**config.mk**
```make
export PLATFORM = sky130hd
export DESIGN_NAME = double_ended_queue
export DESIGN_NICKNAME = d
export VERILOG_FILES = /design/src/design/deq_pkg.sv /design/src/design/double_ended_queue.sv /design/src/design/deq_mem.sv
export SDC_FILE = /design/constraint.sdc
export NUM_CORES = 1
export LEC_CHECK = 0
export BUFFER_PORTS_ARGS = -buffer_cell sky130_fd_sc_hd__buf_4
export CAP_MARGIN = 20
export CORE_ASPECT_RATIO = 1.2
export CORE_UTILIZATION = 40
export CTS_CLUSTER_SIZE = 40
export DETAILED_ROUTE_END_ITERATION = 8
export HOLD_SLACK_MARGIN = 0.06
export RECOVER_POWER = 25
export SETUP_SLACK_MARGIN = 0.3
export SLEW_MARGIN = 20
export SYNTH_ARGS = -nofsm -noshare
export SYNTH_HDL_FRONTEND = slang
export SYNTH_HIERARCHICAL = 1
export SYNTH_SLANG_ARGS = --single-unit
```
**constraint.sdc**
```tcl
create_clock -name clk -period 6.4 [get_ports clk]
set_clock_uncertainty 0.05 [all_clocks]
set_input_delay 0.32 -clock clk [delete_from_list [all_inputs] [get_ports clk]]
set_output_delay 0.32 -clock clk [all_outputs]
set_load 0.02 [all_outputs]
```
**src/design/deq_pkg.sv**
```systemverilog
`default_nettype none

package deq_pkg;

  typedef enum logic [2:0] {
    CMD_PUSH_BACK  = 3'd0,
    CMD_PUSH_FRONT = 3'd1,
    CMD_POP_BACK   = 3'd2,
    CMD_POP_FRONT  = 3'd3,
    CMD_LIST       = 3'd4
  } cmd_t;

  typedef logic [1:0] status_t;

  localparam status_t ST_OK    = 2'd0;
  localparam status_t ST_EMPTY = 2'd1;
  localparam status_t ST_FULL  = 2'd2;

  localparam int OUT_DATA_W = 32;
  localparam int OCC_W      = 6;

  typedef enum logic [1:0] {
    S_IDLE,
    S_FETCH,
    S_LIST_RD
  } state_t;

endpackage

`default_nettype wire

```
**src/design/double_ended_queue.sv**
```systemverilog
`default_nettype none

// Bounded double-ended queue held in a single ring store with a front index
// and an entry count. Every command transfer gives at least one result transfer;
// a result is held in an output register, so a new command is taken while the
// previous result is being drained. Pushes, rejected pushes, empty pops and
// unused codes load their result into the output register as the command is
// taken. A pop reads the store, which has one registered read port, and the
// record is then loaded into the output register from the fetch state.
// A list of N entries does one read then one result per entry and holds off
// further commands until its last result is loaded; on an empty queue it gives
// one empty result. Result-side stalls delay results. Store contents are not cleared by reset.
module double_ended_queue #(
  parameter int DEPTH      = 32,
  parameter int DATA_WIDTH = 32
) (
  input  wire logic                     clk,
  input  wire logic                     rst_n,
  input  wire logic                     in_valid,
  output logic                          in_stall,
  input  wire logic [2:0]               in_cmd,
  input  wire logic [31:0]              in_entry_data,
  output logic                          out_valid,
  input  wire logic                     out_stall,
  output deq_pkg::status_t              out_status,
  output logic [deq_pkg::OUT_DATA_W-1:0] out_data,
  output logic [deq_pkg::OCC_W-1:0]     out_occupancy,
  output logic                          out_last
);

  import deq_pkg::*;

  localparam int AW = (DEPTH > 1) ? $clog2(DEPTH) : 1;
  localparam int CW = $clog2(DEPTH + 1);

  state_t          state_r, state_nxt;
  logic [AW-1:0]   front_r, front_nxt;
  logic [CW-1:0]   count_r, count_nxt;
  logic [CW-1:0]   idx_r, idx_nxt;
  logic            is_list_r, is_list_nxt;

  logic            out_valid_r, out_valid_nxt;
  status_t         out_status_r, out_status_nxt;
  logic [OUT_DATA_W-1:0] out_data_r, out_data_nxt;
  logic [OCC_W-1:0] out_occ_r, out_occ_nxt;
  logic            out_last_r, out_last_nxt;

  logic                  wr_en, rd_en;
  logic [AW-1:0]         wr_addr, rd_addr;
  logic [DATA_WIDTH-1:0] wr_data, rd_data;

  logic out_free, in_fire, full, empty, fetch_last;
  cmd_t cmd;

  function automatic logic [AW-1:0] ring_add(input logic [AW-1:0] a, input logic [CW-1:0] b);
    logic [CW:0] s;
    s = (CW+1)'(a) + (CW+1)'(b);
    if (s >= (CW+1)'(DEPTH)) begin
      s = s - (CW+1)'(DEPTH);
    end
    return AW'(s);
  endfunction

  deq_mem #(
    .WIDTH (DATA_WIDTH),
    .DEPTH (DEPTH)
  ) u_store (
    .clk     (clk),
    .wr_en   (wr_en),
    .wr_addr (wr_addr),
    .wr_data (wr_data),
    .rd_en   (rd_en),
    .rd_addr (rd_addr),
    .rd_data (rd_data)
  );

  assign out_free   = !out_valid_r || !out_stall;
  assign in_stall   = !((state_r == S_IDLE) && out_free);
  assign in_fire    = in_valid && !in_stall;
  assign full       = (count_r == CW'(DEPTH));
  assign empty      = (count_r == '0);
  assign cmd        = cmd_t'(in_cmd);
  assign wr_data    = DATA_WIDTH'(in_entry_data);
  assign fetch_last = !is_list_r || ((idx_r + CW'(1)) == count_r);

  always_ff @(posedge clk) begin
    if (!rst_n) begin
      state_r     <= S_IDLE;
      front_r     <= '0;
      count_r     <= '0;
      out_valid_r <= 1'b0;
    end else begin
      state_r     <= state_nxt;
      front_r     <= front_nxt;
      count_r     <= count_nxt;
      out_valid_r <= out_valid_nxt;
    end
  end

  always_ff @(posedge clk) begin
    idx_r        <= idx_nxt;
    is_list_r    <= is_list_nxt;
    out_status_r <= out_status_nxt;
    out_data_r   <= out_data_nxt;
    out_occ_r    <= out_occ_nxt;
    out_last_r   <= out_last_nxt;
  end

  always_comb begin
    state_nxt      = state_r;
    front_nxt      = front_r;
    count_nxt      = count_r;
    idx_nxt        = idx_r;
    is_list_nxt    = is_list_r;
    out_valid_nxt  = out_valid_r && out_stall;
    out_status_nxt = out_status_r;
    out_data_nxt   = out_data_r;
    out_occ_nxt    = out_occ_r;
    out_last_nxt   = out_last_r;
    wr_en          = 1'b0;
    wr_addr        = ring_add(front_r, count_r);
    rd_en          = 1'b0;
    rd_addr        = front_r;

    case (state_r)
      S_IDLE: begin
        if (in_fire) begin
          out_data_nxt = '0;
          out_last_nxt = 1'b1;
          case (cmd)
            CMD_PUSH_BACK, CMD_PUSH_FRONT: begin
              out_valid_nxt = 1'b1;
              if (full) begin
                out_status_nxt = ST_FULL;
                out_occ_nxt    = OCC_W'(count_r);
              end else begin
                wr_en = 1'b1;
                if (cmd == CMD_PUSH_FRONT) begin
                  front_nxt = ring_add(front_r, CW'(DEPTH - 1));
                  wr_addr   = front_nxt;
                end
                count_nxt      = count_r + CW'(1);
                out_status_nxt = ST_OK;
                out_occ_nxt    = OCC_W'(count_nxt);
              end
            end
            CMD_POP_BACK, CMD_POP_FRONT: begin
              if (empty) begin
                out_valid_nxt  = 1'b1;
                out_status_nxt = ST_EMPTY;
                out_occ_nxt    = '0;
              end else begin
                rd_en     = 1'b1;
                count_nxt = count_r - CW'(1);
                if (cmd == CMD_POP_BACK) begin
                  rd_addr = ring_add(front_r, count_nxt);
                end else begin
                  front_nxt = ring_add(front_r, CW'(1));
                end
                is_list_nxt = 1'b0;
                state_nxt   = S_FETCH;
              end
            end
            CMD_LIST: begin
              if (empty) begin
                out_valid_nxt  = 1'b1;
                out_status_nxt = ST_EMPTY;
                out_occ_nxt    = '0;
              end else begin
                rd_en       = 1'b1;
                idx_nxt     = '0;
                is_list_nxt = 1'b1;
                state_nxt   = S_FETCH;
              end
            end
            default: begin
              out_valid_nxt  = 1'b1;
              out_status_nxt = ST_OK;
              out_occ_nxt    = OCC_W'(count_r);
            end
          endcase
        end
      end
      S_FETCH: begin
        if (out_free) begin
          out_valid_nxt  = 1'b1;
          out_status_nxt = ST_OK;
          out_data_nxt   = OUT_DATA_W'(rd_data);
          out_occ_nxt    = OCC_W'(count_r);
          out_last_nxt   = fetch_last;
          if (fetch_last) begin
            state_nxt = S_IDLE;
          end else begin
            idx_nxt   = idx_r + CW'(1);
            state_nxt = S_LIST_RD;
          end
        end
      end
      S_LIST_RD: begin
        rd_en     = 1'b1;
        rd_addr   = ring_add(front_r, idx_r);
        state_nxt = S_FETCH;
      end
      default: begin
        state_nxt = S_IDLE;
      end
    endcase
  end

  assign out_valid     = out_valid_r;
  assign out_status    = out_status_r;
  assign out_data      = out_data_r;
  assign out_occupancy = out_occ_r;
  assign out_last      = out_last_r;

`ifndef ASSERT_OFF
  a_count_bound: assert property (@(posedge clk) disable iff (!rst_n)
    count_r <= CW'(DEPTH))
    else $error("entry count beyond depth");

  a_front_bound: assert property (@(posedge clk) disable iff (!rst_n)
    front_r < AW'(DEPTH - 1) || front_r == AW'(DEPTH - 1))
    else $error("front index beyond depth");

  a_fetch_after_read: assert property (@(posedge clk) disable iff (!rst_n)
    rd_en |=> state_r == S_FETCH)
    else $error("store read not followed by fetch");

  a_push_count: assert property (@(posedge clk) disable iff (!rst_n)
    in_fire && !full && (cmd == CMD_PUSH_BACK || cmd == CMD_PUSH_FRONT)
    |=> count_r == $past(count_r) + CW'(1))
    else $error("push did not grow the queue");

  a_list_no_accept: assert property (@(posedge clk) disable iff (!rst_n)
    state_r != S_IDLE |-> in_stall)
    else $error("command taken during store walk");
`endif

endmodule

`default_nettype wire

```
**src/design/deq_mem.sv**
```systemverilog
`default_nettype none

module deq_mem #(
  parameter int WIDTH = 32,
  parameter int DEPTH = 32,
  localparam int AW = (DEPTH > 1) ? $clog2(DEPTH) : 1
) (
  input  wire logic             clk,
  input  wire logic             wr_en,
  input  wire logic [AW-1:0]    wr_addr,
  input  wire logic [WIDTH-1:0] wr_data,
  input  wire logic             rd_en,
  input  wire logic [AW-1:0]    rd_addr,
  output logic      [WIDTH-1:0] rd_data
);

  logic [WIDTH-1:0] mem [DEPTH];

  always_ff @(posedge clk) begin
    if (wr_en) begin
      mem[wr_addr] <= wr_data;
    end
    if (rd_en) begin
      rd_data <= mem[rd_addr];
    end
  end

endmodule

`default_nettype wire
```
==> impl_metrics.toml, run 1 <==
[synth]
syn_avg_cell_area_sq_um = 17.07
synth-edff-count = 1104
synthesis.nets = 2663
yosysWarningCount = 6
cells_after_synth = 2604
synth_top_flop_cell = "edfxtp_1"
async_flop_share = 0
ys_types = 60
mappedNetlistArea_sq_um = 44450
register_area_share_after_synthesis = 0.7521
ys_seq_elements = 1118

[power]
irDropWorstVdd_mv = 0.2061
share_clk_of_total_power = 0.408
power_switching_share = 0.2262
total_power_w = 0.01585
power.static_leakage_nw = 15.85
p_int_w = 0.01227
part_of_the_power_in_combinational_logic = 0.077
power.density_cell_area_nw_per_um2 = 309.9
seqPwrFrac = 0.515
total_switching_power_w = 0.003586

[final_layout]
fin_cells = 4278
seq_area_sq_um = 33430
area_delta_synth_final_pct = 15.08
final_nets = 2827
multiInputGateArea_sq_um = 10450
fillers = 9297
final_cell_area_sq_um = 51160
post_route_cells_drive_above_1_share = 0.1227

[clock_tree]
postCtsSetupBuffers = 0
h_tree_levels = 3
clock-sinks = 1118
tritoncts_clock_tree = "yes"
numCtsBuffers = 110
clk_latency_ps = 730
clk_path_buf_depth = 3
clk_pin_slew_worst_paths_ps = 60
cts_root_buffer = "clkbuf_16"
cts_hold_buffers = 37
post_cts_resized = 0

[die]
initial_core_util = 0.4047
floorplan.core_area_sq_um = 109800
io_pins = 82
floorplan.die.width_um = 306.3
die_height_um = 367.2
row_count = 133
dieArea_sq_um = 112500

[drt]
wirelength_um = 113600
vias_per_cell = 5.626
antenna_left = 0
drc_violation_count_after_routing = 0
vias = 24069
drt_iter0_drc = 2054
wire_per_inst_um = 26.56
drt-pass1-iter-count = 5

[sta]
setup_repair_after_global_routing_missed_its_margin = "false"
totalNegativeSetupSlack_ps = 0
tightest_slew_ps = 1577
timing_hold_violations_final = 0
setup_violations = 0
post-route-period-util = 0.7568
timing.max_slew.rel_slack = -0.05162
fin_crit_ps = 4844
fmaxAchievable_ghz = 0.2065
final-max-slew-violation-count = 65

[setup_path]
setup.worst_path.end = "u_store/rd_data[9]"
r2r_end = "u_store/rd_data[9]"
worstSetupPathType = "reg2reg"
cp_max_fo = 40
reg2regPathDepth = 12
worst_setup_path_startpoint = "count_r[0]"
setup.worst_path.end_class = "register"
reg2reg_from = "count_r[0]"
setup.worst_path.start_class = "register"
worst_ep_required_time_ps = 6780
reg2reg_setup_slack_ps = 1560
worst_ep_arrival_time_ps = 5220

[placed_design]
place_area_sq_um = 47290
place_hpwl_um = 65390
placedCellCount = 4036
port_buffers = 81
routabilityCongestion = 0.8272

[status]
violations = "capacitance limit, slew limit"
run_status = "finished, violations left"

[worst_hold_path]
min-delay-path-class = "in2reg"

[global_routing]
vias_in_the_first_global_route = 24429
track_usage = 0.2011
grt_start_max_net_pins = 110
grt.overflow.total = 0
antenna_found_initial = 2
first_pass_grt_wire_length_um = 165900

[job]
max-cap-violations = 2
-- cells in the mapped netlist, types with 4 or more instances --
master	count	area, sq um
xor2_1	8	70.07
a21o_1	5	37.54
xnor2_1	25	219.0
nor3b_1	4	30.03
buf_2	33	165.2
nand2b_1	6	37.54
buf_6	15	168.9
dfxtp_1	14	280.3
nand4_1	4	25.02
nor2_1	63	236.5
ha_1	17	212.7
nor2b_1	7	43.79
clkbuf_1	53	198.9
mux2i_1	514	5145
o22a_1	5	43.79
edfxtp_1	1104	33150
a21oi_1	114	570.6
a22oi_1	96	720.7
nand3_1	104	520.5
nand3b_1	5	37.54
nand2_1	117	439.2
buf_4	35	262.8
a31oi_1	36	225.2
a22o_1	66	578.1
o21ai_0	11	55.05
buf_1	7	26.28
inv_1	11	41.29
nor3_1	40	200.2
and2_1	39	244.0
-- through the flow --
stage	util	hold WS (ps)	setup WS, ps
finish	0.4658	113.1	1556
global route	0.4658	126.5	1253
CTS	0.4667	72.21	1552
detailed placement	0.4305	451.4	1587
global placement	0.4273	464.0	1585
floorplan	-	368.9	1872
-- how the worst min path moves through the flow --
stage,startpoint,end,cells after the start
floorplan,in_entry_data[0],u_store/mem[0][0],0
global placement,u_store/rd_data[25],out_data[25],1
detailed placement,u_store/rd_data[24],out_data[24],1
CTS,in_valid,is_list_r,3
global route,in_valid,is_list_r,3
finish,in_valid,is_list_r,3
-- power groups by stage --
stage / logic, W / clock network [W] / registers [W]
after floorplan: 0.000734 / 0 / 0.00833
after global placement: 0.00119 / 0 / 0.00831
after detailed placement: 0.00121 / 0 / 0.00831
after CTS: 0.00123 / 0.00657 / 0.00816
after global routing: 0.00130 / 0.00686 / 0.00816
final: 0.00122 / 0.00647 / 0.00816
-- logic make-up (layout without fill, tap and decap cells) --
family                     Yosys count  count (layout)  synth area share
other                                0               1                 0
AOI/OAI and AO/OA                  355             355           0.05542
buffers and inverters              157             413           0.01984
xor gates and xnor gates            34              34          0.007009
adders and majority gates           20              20          0.006136
and+or+nand+nor                    406             406           0.04377
muxes                              514             514            0.1157
DFF                               1118            1118            0.7521
-- registers in the layout, indices dropped and copies added (netlist names), 2 cells and up --
register,cells
out_status,2
u_store/mem,1024
front_r,5
out_data,32
idx_r,6
u_store/rd_data,32
count_r,6
out_occupancy,6
state_r,2
-- layout by cell type, fill, tap and decap left out, types with 26 or more instances in the layout --
cell / n
edfxtp_1: 1104
mux2i_1: 514
nand2_1: 116
a21oi_1: 114
clkbuf_16: 111
buf_4: 108
nand3_1: 104
a22oi_1: 96
a22o_1: 66
clkbuf_1: 46
nor3_1: 40
and2_1: 38
dlygate4sd3_1: 37
a31oi_1: 36
nor2_4: 35
nor2_1: 30
clkinv_2: 26
-- area by class of cell --
type | instances | share of cell area
diodes | 1 | 0.00004892
clock buffers | 130 | 0.05569
clock inverters | 74 | 0.01465
inverters | 12 | 0.0008805
multi-input cells | 1329 | 0.2042
flip-flops and latches | 1118 | 0.6535
well taps | 1417 | 0.03466
repair buffers | 197 | 0.03632
-- per-layer routing --
metal	vias up	GRT usage	wire length, um
met1	12454	0.2649	47000
met4	0	0.07212	3409
met3	159	0.02660	6908
met2	877	0.3400	56280
met5	-	0	0
li1	10579	-	-
-- worst max-delay path, stage by stage (launching register included) --
cell and delay [ps]:
dfxtp_1 420, inv_1 130, ha_1 250, or4b_1 690, o2111ai_2 390, o22a_1 190
o22a_4 710, buf_4 520, mux2i_1 260, a22o_1 190, nor3_1 70, a31oi_1 400
nand3_1 190
No activity file was read; power rests on OpenSTA's default activity.
==> run 2, diff against run 1 <==
Settings changed: ABC_AREA from default to 1.
Clock period 6.4 ns to 4.7 ns, I/O delays scaled along.
==> impl_metrics.toml, run 2 <==
[final_layout]
final_cell_area_sq_um = 52650
registers.top_by_ff_count = "u_store/mem"
final_common_cell = "nand2_1"
multiInputGateArea_sq_um = 11390
max_ffs_per_register = 1024
mostFrequentLayoutCells = "nand2_1 (1520), edfxtp_1 (1104), nand3_1 (805), buf_4 (132), clkbuf_16 (108)"
fillers = 10321
post_route_cells_drive_above_1_share = 0.08915
seq_area_sq_um = 33430
final_nets = 4155
area_delta_synth_final_pct = 13.31

[die]
floorplan.die.width_um = 313.1
floorplan.core_area_sq_um = 114900
io_pins = 82
initial_core_util = 0.4046
die_height_um = 375.4
dieArea_sq_um = 117500
row_count = 136

[worst_hold_path]
min-delay-path-class = "in2reg"
hold_start = "rst_n"
min_path_cells = 4
terminating_pin_of_the_worst_hold_path = "count_r[0]"

[power]
power.static_leakage_nw = 19.21
share_clk_of_total_power = 0.388
p_int_w = 0.01636
irDropWorstVdd_mv = 0.2808
power_switching_share = 0.2433
total_power_w = 0.02162
seqPwrFrac = 0.515
power.density_cell_area_nw_per_um2 = 410.6
total_switching_power_w = 0.005261
part_of_the_power_in_combinational_logic = 0.097

[setup_path]
worst_ep_arrival_time_ps = 4420
setup.worst_path.start_class = "register"
r2r_end = "u_store/mem[28][26]"
reg2reg_setup_slack_ps = 620
worstSetupPathType = "reg2reg"
reg2regPathDepth = 8
worst_ep_required_time_ps = 5040
cp_max_fo = 10
setup.worst_path.end_class = "register"
reg2reg_from = "front_r[1]"

[status]
violations = "capacitance limit, slew limit"
run_status = "finished, violations left"

[sta]
postLayoutSetupSlackWorst_ps = 617.6
setup_violations = 0
fin_hold_ws_ps = 331.0
timing_hold_violations_final = 0
post-route-period-util = 0.8686
totalNegativeSetupSlack_ps = 0
timing.max_slew.rel_slack = -0.04399
tightest_slew_ps = 1566
setup_repair_after_global_routing_missed_its_margin = "false"
final-max-slew-violation-count = 66
fmaxAchievable_ghz = 0.2450
fin_crit_ps = 4082

[clock_tree]
clk_path_buf_depth = 3
tritoncts_clock_tree = "yes"
post_cts_resized = 0
clk_latency_ps = 730
numCtsBuffers = 106
clock-sinks = 1118
cts_root_buffer = "clkbuf_16"
h_tree_levels = 3
clk_pin_slew_worst_paths_ps = 60

[synth]
synth-edff-count = 1104
yosysWarningCount = 6
synth_top_cell_by_area = "edfxtp_1"
ys_types = 39
synth_top_cells_by_count = "nand2_1 (1521), edfxtp_1 (1104), nand3_1 (809), nor2_1 (101), buf_2 (85)"
synthesis.nets = 4045
synth.top_cells.by_area = "edfxtp_1 (71%), nand2_1 (12%), nand3_1 (8.7%)"
cells_after_synth = 3986
async_flop_share = 0
ys_seq_elements = 1118
synth_top_flop_cell = "edfxtp_1"
register_area_share_after_synthesis = 0.7195
syn_avg_cell_area_sq_um = 11.66
mappedNetlistArea_sq_um = 46470
share_of_the_synthesized_area_in_the_top_cell_type = 0.7134
synth_most_common_cell = "nand2_1"

[drt]
vias = 30582
vias_per_cell = 5.362
wirelength_um = 130400
drt-pass1-iter-count = 5
antenna_left = 0
drt_iter0_drc = 2980
drc_violation_count_after_routing = 0
wire_per_inst_um = 22.86

[global_routing]
first_pass_grt_wire_length_um = 193800
track_usage = 0.2216
grt_start_max_net_pins = 196
vias_in_the_first_global_route = 29278
grt.overflow.total = 0
antenna_found_initial = 3

[placed_design]
routabilityCongestion = 0.8500
port_buffers = 81
place_hpwl_um = 68820
place_area_sq_um = 48970
placement.setup.worst_slack_ps = 782.7

[job]
max-cap-violations = 2
[run 2: cell count changes after synthesis, moves of 39 or more]
cell,previous run,this run
a21oi_1,114,20
a22o_1,66,0
a22oi_1,96,0
and2_1,39,0
buf_2,33,85
buf_6,15,68
inv_1,11,83
mux2i_1,514,0
nand2_1,117,1521
nand3_1,104,809
[run 2: worst max path at each step]
stage,cells after the start,from,end
floorplan,7,count_r[0],u_store/rd_data[0]
global placement,8,front_r[1],u_store/mem[28][22]
detailed placement,18,count_r[0],u_store/rd_data[22]
CTS,8,front_r[1],u_store/mem[28][26]
global route,18,count_r[0],u_store/rd_data[27]
finish,8,front_r[1],u_store/mem[28][26]
[run 2: area by class of cell]
cell class / instances / area share
diodes: 1 / 0.00004753
clock buffers: 125 / 0.05254
clock inverters: 71 / 0.01126
inverters: 90 / 0.007010
multi-input cells: 2548 / 0.2163
flip-flops and latches: 1118 / 0.6350
well taps: 1518 / 0.03607
repair buffers: 232 / 0.04178
[run 2: what timing repair did]
item,4_1_cts,5_1_grt
endpoints found under the hold margin,1047,0
hold buffers,41,0
setup buffers,0,0
[run 2: metrics by stage]
stage / utilization / cells
6_report: 0.4584 / 5703
5_1_grt: 0.4584 / 5703
4_1_cts: 0.4592 / 5702
3_5_place_dp: 0.4263 / 5465
3_3_place_gp: 0.4261 / 5464
2_1_floorplan: - / 3986
[run 2: worst max-delay path, stage by stage, from the launching register on]
cell and delay [ps]:
dfxtp_1 610, inv_1 250, fa_1 490, o21ai_0 220
xor2_1 100, o21ai_0 560, nand3_1 540, nor2_4 560
buf_4 340
[run 2: layer usage]
metal	up-vias	routed length (um)	GRT usage
met5	-	11	0
met3	228	9546	0.03128
met4	2	3757	0.06774
met1	15077	53500	0.2980
met2	1227	63570	0.3713
li1	14048	-	-
[run 2: logic make-up (layout without fill, tap and decap cells)]
| group | Yosys count | in the layout | synth area share |
|---|---|---|---|
| flops | 1118 | 1118 | 0.7195 |
| xor+xnor | 20 | 20 | 0.003769 |
| fa+ha+maj | 20 | 20 | 0.005870 |
| compound gates | 59 | 59 | 0.007001 |
| buf+inv | 320 | 518 | 0.04198 |
| other cells | 0 | 1 | 0 |
| simple gates | 2449 | 2449 | 0.2219 |
[run 2: power groups by stage]
stage          sequential, W  combinational [W]  clock [W]
2_1_floorplan         0.0114            0.00132          0
3_3_place_gp          0.0113            0.00204          0
3_5_place_dp          0.0113            0.00206          0
4_1_cts               0.0111            0.00210    0.00852
5_1_grt               0.0111            0.00232    0.00889
6_report              0.0111            0.00209    0.00839
